[src/design/tkd_pkg.sv]
`timescale 1ns / 1ps

package tkd_pkg;

   typedef logic [1:0] key_code_type;
   typedef logic [1:0] key_pins_type;
   typedef logic [7:0] tick_count_type;

   localparam key_code_type CODE_NONE   = 2'd0;
   localparam key_code_type CODE_FIRST  = 2'd1;
   localparam key_code_type CODE_SECOND = 2'd2;

   localparam key_pins_type PINS_RELEASED = 2'b11;
   localparam key_pins_type PINS_FIRST    = 2'b10;
   localparam key_pins_type PINS_SECOND   = 2'b01;

   localparam tick_count_type DEBOUNCE_TICKS_RESET = 8'd20;

   localparam int CSR_ADDR_WIDTH = 3;
   localparam int CSR_DATA_WIDTH = 32;

   // Register index is the word address, taken from the top address bit.
   localparam logic REG_DEBOUNCE_TICKS = 1'b0;

   function automatic key_code_type decode_pins(input key_pins_type pins);
      key_code_type code;
      case (pins)
         PINS_FIRST: begin
            code = CODE_FIRST;
         end
         PINS_SECOND: begin
            code = CODE_SECOND;
         end
         default: begin
            code = CODE_NONE;
         end
      endcase
      return code;
   endfunction

endpackage

[src/design/tkd_csr.sv]
`timescale 1ns / 1ps

module tkd_csr (
   input  logic                                   clock,
   input  logic                                   reset,
   input  logic                                   psel,
   input  logic                                   penable,
   input  logic                                   pwrite,
   input  logic [tkd_pkg::CSR_ADDR_WIDTH-1:0]     paddr,
   input  logic [tkd_pkg::CSR_DATA_WIDTH-1:0]     pwdata,
   output logic [tkd_pkg::CSR_DATA_WIDTH-1:0]     prdata,
   output logic                                   pready,
   output tkd_pkg::tick_count_type                debounce_ticks
);

   tkd_pkg::tick_count_type debounce_ticks_ff;
   tkd_pkg::tick_count_type debounce_ticks_in;
   logic                    write_hit;
   logic                    read_hit;

   assign pready    = 1'b1;
   assign read_hit  = (paddr[tkd_pkg::CSR_ADDR_WIDTH-1] == tkd_pkg::REG_DEBOUNCE_TICKS);
   assign write_hit = psel && penable && pwrite && pready && read_hit;

   always_comb begin
      debounce_ticks_in = debounce_ticks_ff;
      if (write_hit) begin
         debounce_ticks_in = pwdata[7:0];
      end
   end

   always_ff @(posedge clock) begin
      if (reset) begin
         debounce_ticks_ff <= tkd_pkg::DEBOUNCE_TICKS_RESET;
      end else begin
         debounce_ticks_ff <= debounce_ticks_in;
      end
   end

   always_comb begin
      prdata = '0;
      if (read_hit) begin
         prdata = {{(tkd_pkg::CSR_DATA_WIDTH-8){1'b0}}, debounce_ticks_ff};
      end
   end

   assign debounce_ticks = debounce_ticks_ff;

endmodule

[src/design/tkd_scan.sv]
`timescale 1ns / 1ps

module tkd_scan (
   input  logic                    clock,
   input  logic                    reset,
   input  tkd_pkg::tick_count_type debounce_ticks,
   input  logic                    req_valid,
   output logic                    req_ready,
   input  tkd_pkg::key_pins_type   req_key_pins,
   input  logic                    req_take_first,
   input  logic                    req_take_second,
   output logic                    rsp_valid,
   input  logic                    rsp_ready,
   output tkd_pkg::key_code_type   rsp_held_key,
   output logic                    rsp_any_pressed,
   output logic                    rsp_first_taken,
   output logic                    rsp_second_taken
);

   logic                    release_armed_ff;
   logic                    release_armed_in;
   tkd_pkg::tick_count_type release_count_ff;
   tkd_pkg::tick_count_type release_count_in;
   tkd_pkg::tick_count_type press_count_ff;
   tkd_pkg::tick_count_type press_count_in;
   tkd_pkg::key_code_type   last_code_ff;
   tkd_pkg::key_code_type   last_code_in;
   tkd_pkg::key_code_type   held_code_ff;
   tkd_pkg::key_code_type   held_code_in;

   logic                    rsp_valid_ff;
   logic                    rsp_valid_in;
   tkd_pkg::key_code_type   rsp_held_key_ff;
   logic                    rsp_any_pressed_ff;
   logic                    rsp_first_taken_ff;
   logic                    rsp_second_taken_ff;

   logic                    accept;
   logic                    pressed;
   tkd_pkg::key_code_type   code;
   tkd_pkg::key_code_type   scan_held;
   tkd_pkg::tick_count_type release_next;
   tkd_pkg::tick_count_type press_next;
   logic                    got_first;
   logic                    got_second;

   assign req_ready = !rsp_valid_ff || rsp_ready;
   assign accept    = req_valid && req_ready;
   assign pressed   = (req_key_pins != tkd_pkg::PINS_RELEASED);
   assign code      = tkd_pkg::decode_pins(req_key_pins);

   assign release_next = release_count_ff + 8'd1;
   assign press_next   = press_count_ff + 8'd1;

   always_comb begin
      release_armed_in = release_armed_ff;
      release_count_in = release_count_ff;
      press_count_in   = press_count_ff;
      last_code_in     = last_code_ff;
      scan_held        = held_code_ff;

      if (pressed) begin
         release_count_in = '0;
         if (code != last_code_ff) begin
            last_code_in   = code;
            press_count_in = '0;
         end else if (press_next >= debounce_ticks) begin
            press_count_in = '0;
            if (release_armed_ff) begin
               scan_held = code;
               if (code != tkd_pkg::CODE_NONE) begin
                  release_armed_in = 1'b0;
               end
            end
         end else begin
            press_count_in = press_next;
         end
      end else begin
         press_count_in = '0;
         if (release_next >= debounce_ticks) begin
            release_count_in = '0;
            release_armed_in = 1'b1;
            scan_held        = tkd_pkg::CODE_NONE;
         end else begin
            release_count_in = release_next;
         end
      end

      got_first    = req_take_first && (scan_held == tkd_pkg::CODE_FIRST);
      got_second   = req_take_second && (scan_held == tkd_pkg::CODE_SECOND);
      held_code_in = (got_first || got_second) ? tkd_pkg::CODE_NONE : scan_held;
   end

   always_comb begin
      rsp_valid_in = rsp_valid_ff;
      if (accept) begin
         rsp_valid_in = 1'b1;
      end else if (rsp_ready) begin
         rsp_valid_in = 1'b0;
      end
   end

   always_ff @(posedge clock) begin
      if (reset) begin
         release_armed_ff <= 1'b0;
         release_count_ff <= '0;
         press_count_ff   <= '0;
         last_code_ff     <= tkd_pkg::CODE_NONE;
         held_code_ff     <= tkd_pkg::CODE_NONE;
         rsp_valid_ff     <= 1'b0;
      end else begin
         rsp_valid_ff <= rsp_valid_in;
         if (accept) begin
            release_armed_ff <= release_armed_in;
            release_count_ff <= release_count_in;
            press_count_ff   <= press_count_in;
            last_code_ff     <= last_code_in;
            held_code_ff     <= held_code_in;
         end
      end
   end

   always_ff @(posedge clock) begin
      if (accept) begin
         rsp_held_key_ff     <= held_code_in;
         rsp_any_pressed_ff  <= pressed;
         rsp_first_taken_ff  <= got_first;
         rsp_second_taken_ff <= got_second;
      end
   end

   assign rsp_valid        = rsp_valid_ff;
   assign rsp_held_key     = rsp_held_key_ff;
   assign rsp_any_pressed  = rsp_any_pressed_ff;
   assign rsp_first_taken  = rsp_first_taken_ff;
   assign rsp_second_taken = rsp_second_taken_ff;

   a_rsp_follows_accept: assert property (@(posedge clock) disable iff (reset)
      accept |=> rsp_valid)
      else $error("Accepted word produced no result word.");

   a_single_take: assert property (@(posedge clock) disable iff (reset)
      rsp_valid |-> !(rsp_first_taken && rsp_second_taken))
      else $error("Both takes reported in one word.");

   a_take_clears: assert property (@(posedge clock) disable iff (reset)
      rsp_valid && (rsp_first_taken || rsp_second_taken)
         |-> rsp_held_key == tkd_pkg::CODE_NONE)
      else $error("A taken code is still held.");

   a_held_matches_state: assert property (@(posedge clock) disable iff (reset)
      accept |=> rsp_held_key == held_code_ff)
      else $error("Result word disagrees with the held code.");

   a_armed_held_none: assert property (@(posedge clock) disable iff (reset)
      accept && !pressed && (release_next >= debounce_ticks)
         |=> release_armed_ff && held_code_ff == tkd_pkg::CODE_NONE)
      else $error("Debounced release did not arm and clear.");

endmodule

[src/design/two_key_debouncer_unit.sv]
`timescale 1ns / 1ps

// Channel  Handshake                 Payload
// req      req_valid / req_ready     req_key_pins, req_take_first, req_take_second
// rsp      rsp_valid / rsp_ready     rsp_held_key, rsp_any_pressed, rsp_first_taken,
//                                    rsp_second_taken
// csr      psel, penable, pwrite     paddr, pwdata, prdata, pready
//
// The scan and take logic updates the debounce state at acceptance, and the result word
// appears in the output register on the next cycle.
// A new word is accepted every cycle while the output register is empty or being drained.
// When rsp_ready is low the result holds and req_ready drops until it is taken.
// Reset is synchronous; it clears the counters, flags and held code, and restores
// debounce_ticks to 20. No clearing pass is needed after reset.

module two_key_debouncer_unit (
   input  logic                                   clock,
   input  logic                                   reset,
   input  logic                                   req_valid,
   output logic                                   req_ready,
   input  logic [1:0]                             req_key_pins,
   input  logic                                   req_take_first,
   input  logic                                   req_take_second,
   output logic                                   rsp_valid,
   input  logic                                   rsp_ready,
   output logic [1:0]                             rsp_held_key,
   output logic                                   rsp_any_pressed,
   output logic                                   rsp_first_taken,
   output logic                                   rsp_second_taken,
   input  logic                                   psel,
   input  logic                                   penable,
   input  logic                                   pwrite,
   input  logic [tkd_pkg::CSR_ADDR_WIDTH-1:0]     paddr,
   input  logic [tkd_pkg::CSR_DATA_WIDTH-1:0]     pwdata,
   output logic [tkd_pkg::CSR_DATA_WIDTH-1:0]     prdata,
   output logic                                   pready
);

   tkd_pkg::tick_count_type debounce_ticks;

   tkd_csr u_csr (
      .clock          (clock),
      .reset          (reset),
      .psel           (psel),
      .penable        (penable),
      .pwrite         (pwrite),
      .paddr          (paddr),
      .pwdata         (pwdata),
      .prdata         (prdata),
      .pready         (pready),
      .debounce_ticks (debounce_ticks)
   );

   tkd_scan u_scan (
      .clock            (clock),
      .reset            (reset),
      .debounce_ticks   (debounce_ticks),
      .req_valid        (req_valid),
      .req_ready        (req_ready),
      .req_key_pins     (req_key_pins),
      .req_take_first   (req_take_first),
      .req_take_second  (req_take_second),
      .rsp_valid        (rsp_valid),
      .rsp_ready        (rsp_ready),
      .rsp_held_key     (rsp_held_key),
      .rsp_any_pressed  (rsp_any_pressed),
      .rsp_first_taken  (rsp_first_taken),
      .rsp_second_taken (rsp_second_taken)
   );

endmodule

[config.mk]
export PLATFORM = sky130hd
export DESIGN_NAME = two_key_debouncer_unit
export DESIGN_NICKNAME = d
export VERILOG_FILES = /design/src/design/tkd_pkg.sv /design/src/design/tkd_csr.sv /design/src/design/tkd_scan.sv /design/src/design/two_key_debouncer_unit.sv
export SDC_FILE = /design/constraint.sdc
export NUM_CORES = 1
export LEC_CHECK = 0
export BUFFER_PORTS_ARGS = -buffer_cell sky130_fd_sc_hd__buf_2
export CAP_MARGIN = 30
export CORE_MARGIN = 5
export CORE_UTILIZATION = 40
export CTS_CLUSTER_SIZE = 20
export DETAILED_ROUTE_END_ITERATION = 10
export MAX_ROUTING_LAYER = met4
export PLACE_DENSITY = 0.66
export SLEW_MARGIN = 20
export SYNTH_ARGS = -nofsm -noshare
export SYNTH_HDL_FRONTEND = slang
export SYNTH_HIERARCHICAL = 1
export SYNTH_SLANG_ARGS = --single-unit
[constraint.sdc]
create_clock -name clock -period 3.2 [get_ports clock]
set_input_delay 0.48 -clock clock [delete_from_list [all_inputs] [get_ports clock]]
set_output_delay 0.48 -clock clock [all_outputs]
set_load 0.02 [all_outputs]
# Word level (Yosys, flattened, before mapping)

Cells that the tools add are included.

Flip-flop bits (word level): 35
Input port bits: 46
Logic and storage cells: 59
Output and inout bits: 40

Muxes and demuxes: 21
Bitwise operators: 1
Reduce and logical (&&, ||, !) cells: 14
Equal/unequal tests: 8
Magnitude comparators: 2
Add/sub/neg operators: 2

Operator list:

| kind                  | number |
|---|---|
| $mux W8               | 6 |
| $add A8 B1 Y8 const B | 2 |
| $ge A8 B8 Y1          | 2 |
| $mux W2               | 6 |
| $mux W1               | 8 |
| $logic_and A1 B1 Y1   | 6 |
| $ne A2 B2 Y1 const B  | 3 |
| $reduce_bool A2 Y1    | 3 |
| $eq A2 B1 Y1 const B  | 2 |
| $eq A2 B2 Y1 const B  | 2 |
| $pmux W2 S2           | 1 |
| $reduce_and A4 Y1     | 1 |
| $reduce_and A3 Y1     | 1 |
| $logic_or A1 B1 Y1    | 2 |
| $ne A2 B2 Y1          | 1 |
| $logic_not A1 Y1      | 1 |
| $not A1 Y1            | 1 |

# Depth between registers and ports, before layout

Gate-level depths: netlist (run 1).

Word-level depth: 10
Depth in mapped cells: 12
Mapped depth without buffers: 11

# Cells and area by module

Netlist (run 1), hierarchy kept.

Modules (own cells, without submodules):

| module   | times used | cells an instance | sequential area each (µm²) | area each (µm²) |
|---|---|---|---|---|
| tkd_scan | 1          | 209               | 590.6                      | 1878.1 |
| tkd_csr  | 1          | 70                | 160.2                      | 620.6 |

# Worst setup path before layout (run 1)

Ideal clock, no wire load.

Path kind: flip-flop to flip-flop
Start: reg u_scan.press_count_ff[2]
End: reg u_scan.rsp_first_taken_ff, in the netlist u_scan/rsp_first_taken (data pin)
Setup slack: 451 ps
Stages on the path, launching flop included: 11
Period minus slack after synthesis: 2749 ps
Data required time: 2942 ps
Setup time: 258 ps
Data arrival time: 2490 ps
Buffers on the path: 0
Cell sequence: dfxtp_1 -> and3_1 -> and3_1 -> nand3_1 -> xnor2_1 -> ha_1 -> nand4_1 -> o31ai_2 -> and4bb_4 -> a211oi_2 -> nor2b_1

Word-level cells in the longest chain between the ends: 7

Ends and longest elaborated chain:

| item                       | RTL line        | text |
|---|---|---|
| start: declaration         | tkd_scan.sv:24  | `tkd_pkg::tick_count_type press_count_ff;` |
| start signal: assignment   | tkd_scan.sv:116 | `press_count_ff <= press_count_in;` |
| $add A8 B1 Y8              | tkd_scan.sv:53  | `assign press_next = press_count_ff + 8'd1;` |
| $ge A8 B8 Y1               | tkd_scan.sv:67  | `end else if (press_next >= debounce_ticks) begin` |
| $mux W2                    | tkd_scan.sv:67  |  |
| $mux W2                    | tkd_scan.sv:64  | `if (code != last_code_ff) begin` |
| $mux W2                    | tkd_scan.sv:62  | `if (pressed) begin` |
| $eq A2 B1 Y1               | tkd_scan.sv:89  | `got_first = req_take_first && (scan_held == tkd_pkg::CODE_FIRST);` |
| $logic_and A1 B1 Y1        | tkd_scan.sv:89  |  |
| named net u_scan.got_first | tkd_scan.sv:44  | `logic got_first;` |
| end signal: assignment     | tkd_scan.sv:127 | `rsp_first_taken_ff <= got_first;` |
| end: declaration           | tkd_scan.sv:35  | `logic rsp_first_taken_ff;` |

The timed path passes the listed nets, and every way through them passes these cells.
A chain may end at the register's enable or synchronous reset.

# Worst setup path after layout (run 1)

Start: reg u_scan.press_count_ff[0]
End: reg u_scan.rsp_held_key_ff[1], in the netlist u_scan/rsp_held_key[1] (data pin)

Word-level cells in the longest chain between the ends: 9
Elaborated cells between the ends (all ways): 11
Classes of those cells: 1 x add/sub; 1 x order compare; 2 x eq/ne; 4 x mux; 3 x reduce/logical

Ends and longest elaborated chain:

| item                                         | RTL line                       | text |
|---|---|---|
| $add A8 B1 Y8 *                              | tkd_scan.sv:53                 |  |
| $ge A8 B8 Y1 *                               | tkd_scan.sv:67                 |  |
| $mux W2 *                                    | tkd_scan.sv:67                 |  |
| $mux W2 *                                    | tkd_scan.sv:64                 |  |
| $mux W2 *                                    | tkd_scan.sv:62                 |  |
| $eq A2 B1 Y1 or $eq A2 B2 Y1 (tied branches) | tkd_scan.sv:89, tkd_scan.sv:90 |  |
| $logic_and A1 B1 Y1 (on tied branches)       | tkd_scan.sv:89, tkd_scan.sv:90 |  |
| $logic_or A1 B1 Y1                           | tkd_scan.sv:91                 | `held_code_in = (got_first \|\| got_second) ? tkd_pkg::CODE_NONE : scan_held;` |
| $mux W2 *                                    | tkd_scan.sv:91                 |  |
| named net u_scan.held_code_in[1]             | tkd_scan.sv:29                 | `tkd_pkg::key_code_type held_code_in;` |
| end signal: assignment                       | tkd_scan.sv:125                | `rsp_held_key_ff <= held_code_in;` |
| end: declaration                             | tkd_scan.sv:33                 | `tkd_pkg::key_code_type rsp_held_key_ff;` |

Mark *: on every way through the listed nets, which the timed path passes. The rest lies on a longest branch.

==> reports/metrics.csv, run 1 <==
stage,metric,value,unit
timing,period_share,93.4,%
synthesis,synthCells,279,
timing,setup_tns,0,ns
timing,skew,0.00468,ns
timing,final_max_slew_viol_count,0,
grt,antenna_found_initial,0,
floorplan,io_pins,86,
worst_setup_path,worstSetupPathType,register to register,
grt,grt_util_all_layers,13.2,%
clocking,cts.root.buffer_cell,clkbuf_8,
clocking,cts_max_level,2,
timing,final.min_clock_period,2.99,ns
routing,routedWlPerCell,12.3,um
finish,syn2layout_area_growth,10.9,%
worst_setup_path,end_kind,register,
routing,drt_iter0_drc,109,
timing,fin_ws,0.211,ns
synthesis,synth_enable_flop_cells,5,
finish,nFillCells,582,
flow_run,max-cap-violations,0,
routing,drt_first_pass_iters,4,
worst_setup_path,crit_start,u_scan/press_count_ff[0],
placed_design,portBuffers,34,
placed_design,gp_congestion,0.801,
routing,via_count,1933,
synthesis,synth_area_leaders,"dfxtp_1 (24%), ha_1 (11%), buf_4 (7.5%)",
timing,hold_violations,0,
floorplan,dieWidth,89.0,um
synthesis,synth.most_common_cell,dfxtp_1,
grt,grt_max_degree,40,
worst_setup_path,cp.arrival,3.02,ns
timing,max_freq,335,MHz
timing,holdWs,0.448,ns
synthesis,netlist.area_leader.share,24.0,%
worst_setup_path,start_kind,register,
grt,grt.busiest_layer,met2,
clocking,cts_tree,yes,
power,leakage,1.23,nW
synthesis,syn_area_per_cell,8.96,um2
grt,grt_overflow_total,0,
finish,layout.nets,384,
run_status,run_status,completed,
finish,n_antenna_cell,0,
finish,fin_cells,393,
grt,grt_pass1_wl,8100,um
floorplan,die_h,89.0,um
finish,regArea,751,um2
timing,maxSlewHeadroom,58.3,%
routing,routed_via_density,4.92,
synthesis,synthFlopType,dfxtp_1,
grt,met1_usage,15.2,%
clocking,clock_path_buffers,2,
synthesis,seq_area_frac_synth,30.0,%
synthesis,yosysTopAreaCell,dfxtp_1,
placed_design,dp_hpwl,3790,um
power,p_per_area,335,nW/um2
placed_design,dp_cells,385,
synthesis,synth_cell_type_count,42,
finish,multi_input_area,1550,um2
timing,rsz0062_at_grt,false,
floorplan,core.rowCount,28,
synthesis,yosys_warnings,6,
clocking,postCtsHoldBufs,0,
clocking,clock_sinks,35,
min_path,hp-start,req_valid,
synthesis,syn-cell-area,2500,um2
min_path,hold_path_class,input port to register,
placed_design,pre_cts_ws,0.170,ns
clocking,path_clk_slew,0.07,ns
worst_setup_path,cp_slowest_stage_delay,0.41,ns
synthesis,synth-seq-cells,35,
timing,setup_violations,0,
worst_setup_path,cp_cell_sequence,and3_1 > and3_1 > nand3_1 > xnor2_1 > ha_1 > nand4_1 > nor2_1 > nor4bb_2 > o32ai_4 > a211oi_2 > nor2_1,
routing,drt-total-wl,4850,um
synthesis,synthArstFlopShare,0,%
worst_setup_path,crit_path_top_delay_cell,dfxtp_1,
synthesis,synth_common_cells,"dfxtp_1 (30), buf_4 (25), ha_1 (21)",
routing,post-route-drc-count,0,
clocking,cts_buffers,5,
finish,drive_gt1_share,23.3,%
floorplan,initial_core_util,41.7,%
timing,worst_pin_slew,0.625,ns
clocking,insertion_delay,0.28,ns
worst_setup_path,reg2reg_from,u_scan/press_count_ff[0],
power,peakVddDrop,0.153,mV
floorplan,core_area,5990,um2
grt,grt_pass1_vias,1851,
grt,met3_usage,1.94,%
min_path,holdPathStages,3,
grt,met2_usage,23.1,%
floorplan,dieArea,7930,um2
worst_setup_path,cp.required,3.23,ns
worst_setup_path,rr_worst_depth,11,
worst_setup_path,cp_max_fo,5,
routing,postRouteAntennaNets,0,
## final timing paths
check,to,slack (ns)
worst max-delay path,u_scan/rsp_held_key[1],0.21
worst max register to register,u_scan/rsp_held_key[1],0.21
worst min register to register,u_scan/release_count_ff[7],0.47
worst min-delay path,u_scan/rsp_valid,0.45
## cell usage in the layout, fill, tap and decap left out, types with 8 or more instances in the layout
master    synthesis  routed
conb_1            2      25
nand2b_1         14      14
nand2_1          10      10
xor2_1            8       8
o21ai_0          13      13
a21oi_1          20      20
ha_1             21      21
nand3_1          11      11
buf_2             0      34
mux2i_1           8       8
nor2_1           18      17
nor3_1           10      10
inv_1            17      17
and2b_2           8       8
dfxtp_1          30      30
## area by class of cell
class                   instances  area share (%)
clock inverters                 1           0.181
clock buffers                   7            3.12
repair buffers                 40            7.77
inverters                      18            2.44
flip-flops and latches         35            27.1
well taps                      75            3.39
multi-input cells             217            56.0
## power by group
| group | leakage, nW | internal, W | switching (W) | total, W |
|---|---|---|---|---|
| Clock | 0.0482 | 0.000173 | 0.000150 | 0.000324 |
| Combinational | 0.893 | 0.0000484 | 0.0000963 | 0.000145 |
| Sequential | 0.292 | 0.000455 | 0.00000587 | 0.000460 |
## stage by stage
step,util (%),power (W),cell area [um2]
after floorplan,-,0.000600,2580
after global placement,44.5,0.000612,2670
after detailed placement,44.5,0.000614,2670
after CTS,46.0,0.000939,2760
after global routing,46.2,0.000976,2770
final,46.2,0.000929,2770
## state kept, by name, summed over array words and instances, names as in the netlist
signal                   cells
u_scan/rsp_valid             1
u_scan/held_code_ff          2
u_scan/press_count_ff        8
u_scan/rsp_any_pressed       1
u_scan/release_count_ff      8
u_csr/debounce_ticks         8
u_scan/rsp_held_key          2
u_scan/last_code_ff          2
u_scan/release_armed_ff      1
u_scan/rsp_first_taken       1
u_scan/rsp_second_taken      1
## logic make-up (layout without fill, tap and decap cells)
| group | after synthesis | count (layout) | share of synthesized area, % |
|---|---|---|---|
| simple gates | 100 | 100 | 24.2 |
| flops | 35 | 35 | 30.0 |
| buf+inv | 50 | 66 | 11.9 |
| mux | 8 | 8 | 3.20 |
| compound gates | 49 | 49 | 14.9 |
| xor+xnor | 14 | 14 | 4.91 |
| other cells | 2 | 25 | 0.301 |
| fa+ha+maj | 21 | 21 | 10.5 |
## per-layer routing
metal | vias to the layer above | routed length, um
met5 | - | 0
met4 | 0 | 82
met3 | 7 | 160
met2 | 27 | 2440
met1 | 895 | 2170
li1 | 1004 | -
## critical path: cells and delay by family, from the launching register on
family                     cells  cell delay (ns)
xor gates and xnor gates       1             0.16
AOI/OAI and AO/OA              2             0.52
DFF                            1             0.41
and+or+nand+nor                7             1.33
adders and majority gates      1             0.32
## timing repair
| item | in CTS | in global routing |
|---|---|---|
| hold endpoints to repair | 0 | 0 |
| setup endpoints to repair | 0 | 11 |
| buffers inserted | 0 | 0 |
| gates resized for setup | 0 | 3 |
Power figures use the tool's default switching activity.
==> inputs of run 2 (changes only) <==
Settings changed: ABC_AREA set to 1.
==> run 2 against run 1 <==
  * Sequential cell count stayed put
  * Global-route usage is 0.13 points lower
  * Non-clock buffer count is 6 lower
  * Critical path depth is 3 higher
  * Core utilization is 1.2 points lower
  * Largest power group unchanged
  * Highest routed layer unchanged
==> reports/metrics.csv, run 2 <==
stage,metric,value,unit
run_status,run_status,completed,
synthesis,synth_area_leaders,"dfxtp_1 (24%), ha_1 (11%), nand2_1 (8.7%)",
power,switching_share,29.8,%
routing,post-route-drc-count,0,
timing,setup_violations,0,
synthesis,yosysTopAreaCell,dfxtp_1,
synthesis,syn-cell-area,2460,um2
clocking,clock_path_buffers,2,
finish,fin_cells,438,
finish,final_common_cell,nand2_1,
min_path,hold_path_class,input port to register,
timing,max_freq,359,MHz
grt,grt_pass1_wl,7880,um
timing,skew,0.00448,ns
synthesis,netlist.area_leader.share,24.4,%
timing,final.min_clock_period,2.79,ns
routing,drt_iter0_drc,63,
power,p_switching,0.000282,W
routing,routedWlPerCell,10.4,um
clocking,clock_sinks,35,
routing,drt-total-wl,4570,um
timing,rsz0062_at_grt,false,
synthesis,yosys_warnings,6,
floorplan,die_h,88.4,um
synthesis,synth_common_cells,"nand2_1 (57), inv_1 (48), nor2_1 (32)",
clocking,cts.root.buffer_cell,clkbuf_8,
synthesis,synth.most_common_cell,nand2_1,
worst_setup_path,start_kind,register,
timing,final_max_slew_viol_count,0,
finish,multi_input_area,1380,um2
finish,final_cell_mix,"nand2_1 (57), inv_1 (48), buf_2 (34)",
routing,via_count,2007,
routing,drt_first_pass_iters,4,
grt,grt_max_degree,21,
timing,setup_tns,0,ns
synthesis,synth_enable_flop_cells,5,
worst_setup_path,end_kind,register,
synthesis,synthCells,327,
placed_design,dp_cells,430,
floorplan,core.rowCount,28,
clocking,cts_setup_buffers,0,
routing,postRouteAntennaNets,0,
floorplan,io_pins,86,
placed_design,gp_congestion,0.784,
synthesis,seq_area_frac_synth,30.5,%
clocking,cts_tree,yes,
grt,grt_overflow_total,0,
clocking,cts.repair.resized,0,
floorplan,dieArea,7820,um2
placed_design,dp_hpwl,3630,um
power,power.share.clock,31.2,%
clocking,path_clk_slew,0.07,ns
worst_setup_path,cp_max_fo,5,
synthesis,synth-seq-cells,35,
synthesis,synthArstFlopShare,0,%
power,internal_power,0.000664,W
grt,grt_util_all_layers,13.1,%
clocking,insertion_delay,0.28,ns
flow_run,max-cap-violations,0,
finish,layout.nets,429,
synthesis,synth_cell_type_count,40,
clocking,postCtsHoldBufs,0,
power,combPwrFrac,18.7,%
synthesis,syn_area_per_cell,7.52,um2
finish,n_antenna_cell,0,
synthesis,synthFlopType,dfxtp_1,
power,seqPwrFrac,50.1,%
timing,period_share,87.1,%
floorplan,dieWidth,88.4,um
placed_design,portBuffers,34,
routing,routed_via_density,4.58,
worst_setup_path,cp.arrival,2.83,ns
grt,grt_pass1_vias,1871,
worst_setup_path,worstSetupPathType,register to register,
grt,antenna_found_initial,0,
floorplan,core_area,5960,um2
worst_setup_path,cp.required,3.24,ns
power,p_per_area,353,nW/um2
finish,syn2layout_area_growth,8.95,%
finish,regArea,751,um2
clocking,cts_buffers,5,
power,leakage,1.43,nW
timing,hold_violations,0,
finish,drive_gt1_share,19.6,%
power,peakVddDrop,0.159,mV
clocking,cts_max_level,2,
finish,nFillCells,612,
floorplan,initial_core_util,41.3,%
[run 2: logic make-up after synthesis]
group | Yosys count | synth area share, %
flip-flops | 35 | 30.5
adder cells (fa/ha/maj) | 21 | 10.7
AND/OR/NAND/NOR | 136 | 26.8
buffers and inverters | 83 | 16.8
AO/OA/AOI/OAI | 38 | 10.3
XOR/XNOR | 12 | 4.58
other | 2 | 0.305
[run 2: worst paths after layout]
path	from	to	slack, ns	cells after the start
max	u_scan/press_count_ff[0]	u_scan/rsp_held_key[1]	0.41	14
min	pwdata[4]	u_csr/debounce_ticks[4]	0.41	3
max reg2reg	u_scan/press_count_ff[0]	u_scan/rsp_held_key[1]	0.41	14
min reg2reg	u_scan/release_count_ff[7]	u_scan/release_count_ff[7]	0.48	2
[run 2: cell type report]
| type | count | area share, % |
|---|---|---|
| Clock buffer | 6 | 2.71 |
| Timing Repair Buffer | 34 | 6.35 |
| Tap cell | 75 | 3.50 |
| Inverter | 54 | 7.61 |
| Multi-Input combinational cell | 232 | 51.5 |
| Sequential cell | 35 | 28.0 |
| Clock inverter | 2 | 0.280 |
[run 2: power groups by stage]
stage | registers [W] | clock network (W) | logic [W]
global placement | 0.000483 | 0 | 0.000174
detailed placement | 0.000484 | 0 | 0.000177
global route | 0.000475 | 0.000323 | 0.000201
CTS | 0.000474 | 0.000308 | 0.000178
floorplan | 0.000488 | 0 | 0.000154
finish | 0.000474 | 0.000295 | 0.000177
[run 2: stage by stage]
step | hold slack (ns) | setup slack, ns | area, um2 | power [W] | utilization (%)
after floorplan | 0.450 | 0.782 | 2550 | 0.000642 | -
after global placement | 0.467 | 0.561 | 2600 | 0.000656 | 43.7
after detailed placement | 0.471 | 0.454 | 2600 | 0.000660 | 43.7
after CTS | 0.402 | 0.431 | 2680 | 0.000960 | 45.0
after global routing | 0.429 | 0.200 | 2680 | 0.000999 | 45.0
final | 0.406 | 0.411 | 2680 | 0.000946 | 45.0
[run 2: critical path: stages, from the launching register on]
cell,delay [ns]
dfxtp_1,0.46
nand3_1,0.16
nand3b_1,0.23
nand3b_1,0.22
xnor2_2,0.16
ha_1,0.30
nand2_1,0.09
nor2_2,0.14
nand4_1,0.12
nand3_2,0.15
nand4_1,0.11
nand3_1,0.14
nand2_2,0.09
o21bai_4,0.14
inv_1,0.05
[run 2: routing by layer]
layer | global-route usage, % | routed length, um
met1 | 15.5 | 2080
met2 | 21.7 | 2200
met3 | 2.89 | 221
met4 | 4.95 | 59
met5 | - | 0
==> inputs of run 3 (changes only) <==
Settings changed: PLACE_DENSITY 0.66 to 0.72.
==> run 3 against run 2 <==
  * Cell area increased by 1.0%
  * Sequential share of layout area decreased by 0.28 points
  * Highest routed layer unchanged
  * Largest power group unchanged
  * Count of clock-buffer cells in the layout fell by 1
  * Via count is 2.2% higher
  * Sequential cell count is the same
==> reports/metrics.csv, run 3 (synthesis results as in run 2) <==
stage,metric,value,unit
worst_setup_path,reg2reg_slack,0.49,ns
run_status,run_status,completed,
floorplan,io_pins,86,
power,leakage,1.44,nW
worst_setup_path,cp.required,3.25,ns
power,p_switching,0.000295,W
worst_setup_path,cp.arrival,2.75,ns
clocking,cts_max_level,2,
routing,post-route-drc-count,0,
grt,grt_pass1_vias,1903,
finish,n_antenna_cell,0,
clocking,postCtsHoldBufs,0,
timing,holdWs,0.406,ns
routing,routed_via_density,4.68,
floorplan,core_area,5960,um2
finish,fin_cells,438,
placed_design,gp_congestion,0.830,
clocking,cts_setup_buffers,0,
power,finalPower,0.00104,W
timing,setup_violations,0,
worst_setup_path,cp_max_fo,5,
grt,antenna_found_initial,0,
min_path,hold_path_class,input port to register,
power,internal_power,0.000744,W
power,peakVddDrop,0.171,mV
power,combPwrFrac,17.3,%
routing,drt_iter0_drc,77,
routing,via_count,2052,
timing,final.min_clock_period,2.71,ns
worst_setup_path,rr_worst_depth,14,
clocking,clock_sinks,35,
clocking,clock_path_buffers,2,
clocking,insertion_delay,0.29,ns
min_path,hp-start,pwdata[2],
clocking,cts_tree,yes,
worst_setup_path,start_kind,register,
timing,period_share,84.6,%
routing,drt_first_pass_iters,4,
grt,grt_pass1_wl,8090,um
clocking,cts.root.buffer_cell,clkbuf_8,
placed_design,portBuffers,34,
placed_design,dp_cells,430,
clocking,cts_buffers,5,
routing,postRouteAntennaNets,0,
floorplan,core.rowCount,28,
power,seqPwrFrac,45.6,%
clocking,cts.repair.resized,0,
timing,fin_ws,0.493,ns
finish,syn2layout_area_growth,10.1,%
worst_setup_path,r2r_end,u_scan/rsp_held_key[1],
power,power.share.clock,37.1,%
finish,drive_gt1_share,20.1,%
grt,grt_max_degree,21,
floorplan,initial_core_util,41.3,%
floorplan,die_h,88.4,um
worst_setup_path,worstSetupPathType,register to register,
worst_setup_path,reg2reg_from,u_scan/press_count_ff[0],
worst_setup_path,crit_start,u_scan/press_count_ff[0],
placed_design,pre_cts_ws,0.501,ns
worst_setup_path,crit_path_end,u_scan/rsp_held_key[1],
routing,routedWlPerCell,11.0,um
timing,setup_tns,0,ns
floorplan,dieArea,7820,um2
timing,max_freq,369,MHz
finish,final_common_cell,nand2_1,
placed_design,dp_hpwl,3720,um
power,p_per_area,384,nW/um2
clocking,path_clk_slew,0.07,ns
power,switching_share,28.4,%
worst_setup_path,end_kind,register,
timing,rsz0062_at_grt,false,
flow_run,max-cap-violations,0,
finish,final_cell_mix,"nand2_1 (57), inv_1 (48), buf_2 (34)",
grt,grt_overflow_total,0,
finish,layout.nets,429,
min_path,holdPathStages,3,
timing,hold_violations,0,
routing,drt-total-wl,4800,um
floorplan,dieWidth,88.4,um
timing,skew,0.00324,ns
grt,grt_util_all_layers,13.4,%
timing,final_max_slew_viol_count,0,
## run 3: per-stage QoR
step | area (um2) | util, %
floorplan | 2550 | -
global placement | 2600 | 43.7
detailed placement | 2600 | 43.7
CTS | 2710 | 45.5
global route | 2710 | 45.5
finish | 2710 | 45.5
## run 3: power by group through the flow
| stage | logic [W] | registers [W] | clock network, W |
|---|---|---|---|
| 2_1_floorplan | 0.000154 | 0.000488 | 0 |
| 3_3_place_gp | 0.000173 | 0.000483 | 0 |
| 3_5_place_dp | 0.000177 | 0.000484 | 0 |
| 4_1_cts | 0.000179 | 0.000474 | 0.000396 |
| 5_1_grt | 0.000200 | 0.000475 | 0.000415 |
| 6_report | 0.000180 | 0.000473 | 0.000386 |
## run 3: worst min-delay path by stage
stage / slack [ns] / end
after floorplan: 0.45 / u_csr/debounce_ticks[2]
after global placement: 0.47 / u_scan/release_count_ff[7]
after detailed placement: 0.47 / u_scan/release_count_ff[7]
after CTS: 0.40 / u_csr/debounce_ticks[2]
after global routing: 0.40 / u_csr/debounce_ticks[2]
final: 0.41 / u_csr/debounce_ticks[2]
## run 3: metal layers
metal  vias up  part of all wire (%)  routed length, um  GRT usage [%]
li1       1054                     -                  -              -
met1       940                    42               2020           15.0
met2        46                    50               2410           22.4
met3        12                   4.9                233           3.07
met4         0                   2.8                134           6.87
met5         -                     0                  0              -
## run 3: cell type report
class,instances,area [um2]
tap,75,93.8
inverter,54,204
clock inverter,3,38.8
fill,602,3250
timing repair buffer,34,170
clock buffer,5,68.8
sequential,35,751
multi-input combinational,232,1380
## run 3: critical path: stages, from the launching register on
cell and delay (ns):
dfxtp_1 0.44, nand3_1 0.14, nand3b_1 0.21, nand3b_1 0.21, xnor2_2 0.17, ha_1 0.31, a21o_1 0.18, nor2_1 0.13
nand3_2 0.15, nand3_1 0.10, nand2_1 0.05, nand3_1 0.09, nand2_2 0.09, o21bai_4 0.14, inv_1 0.05
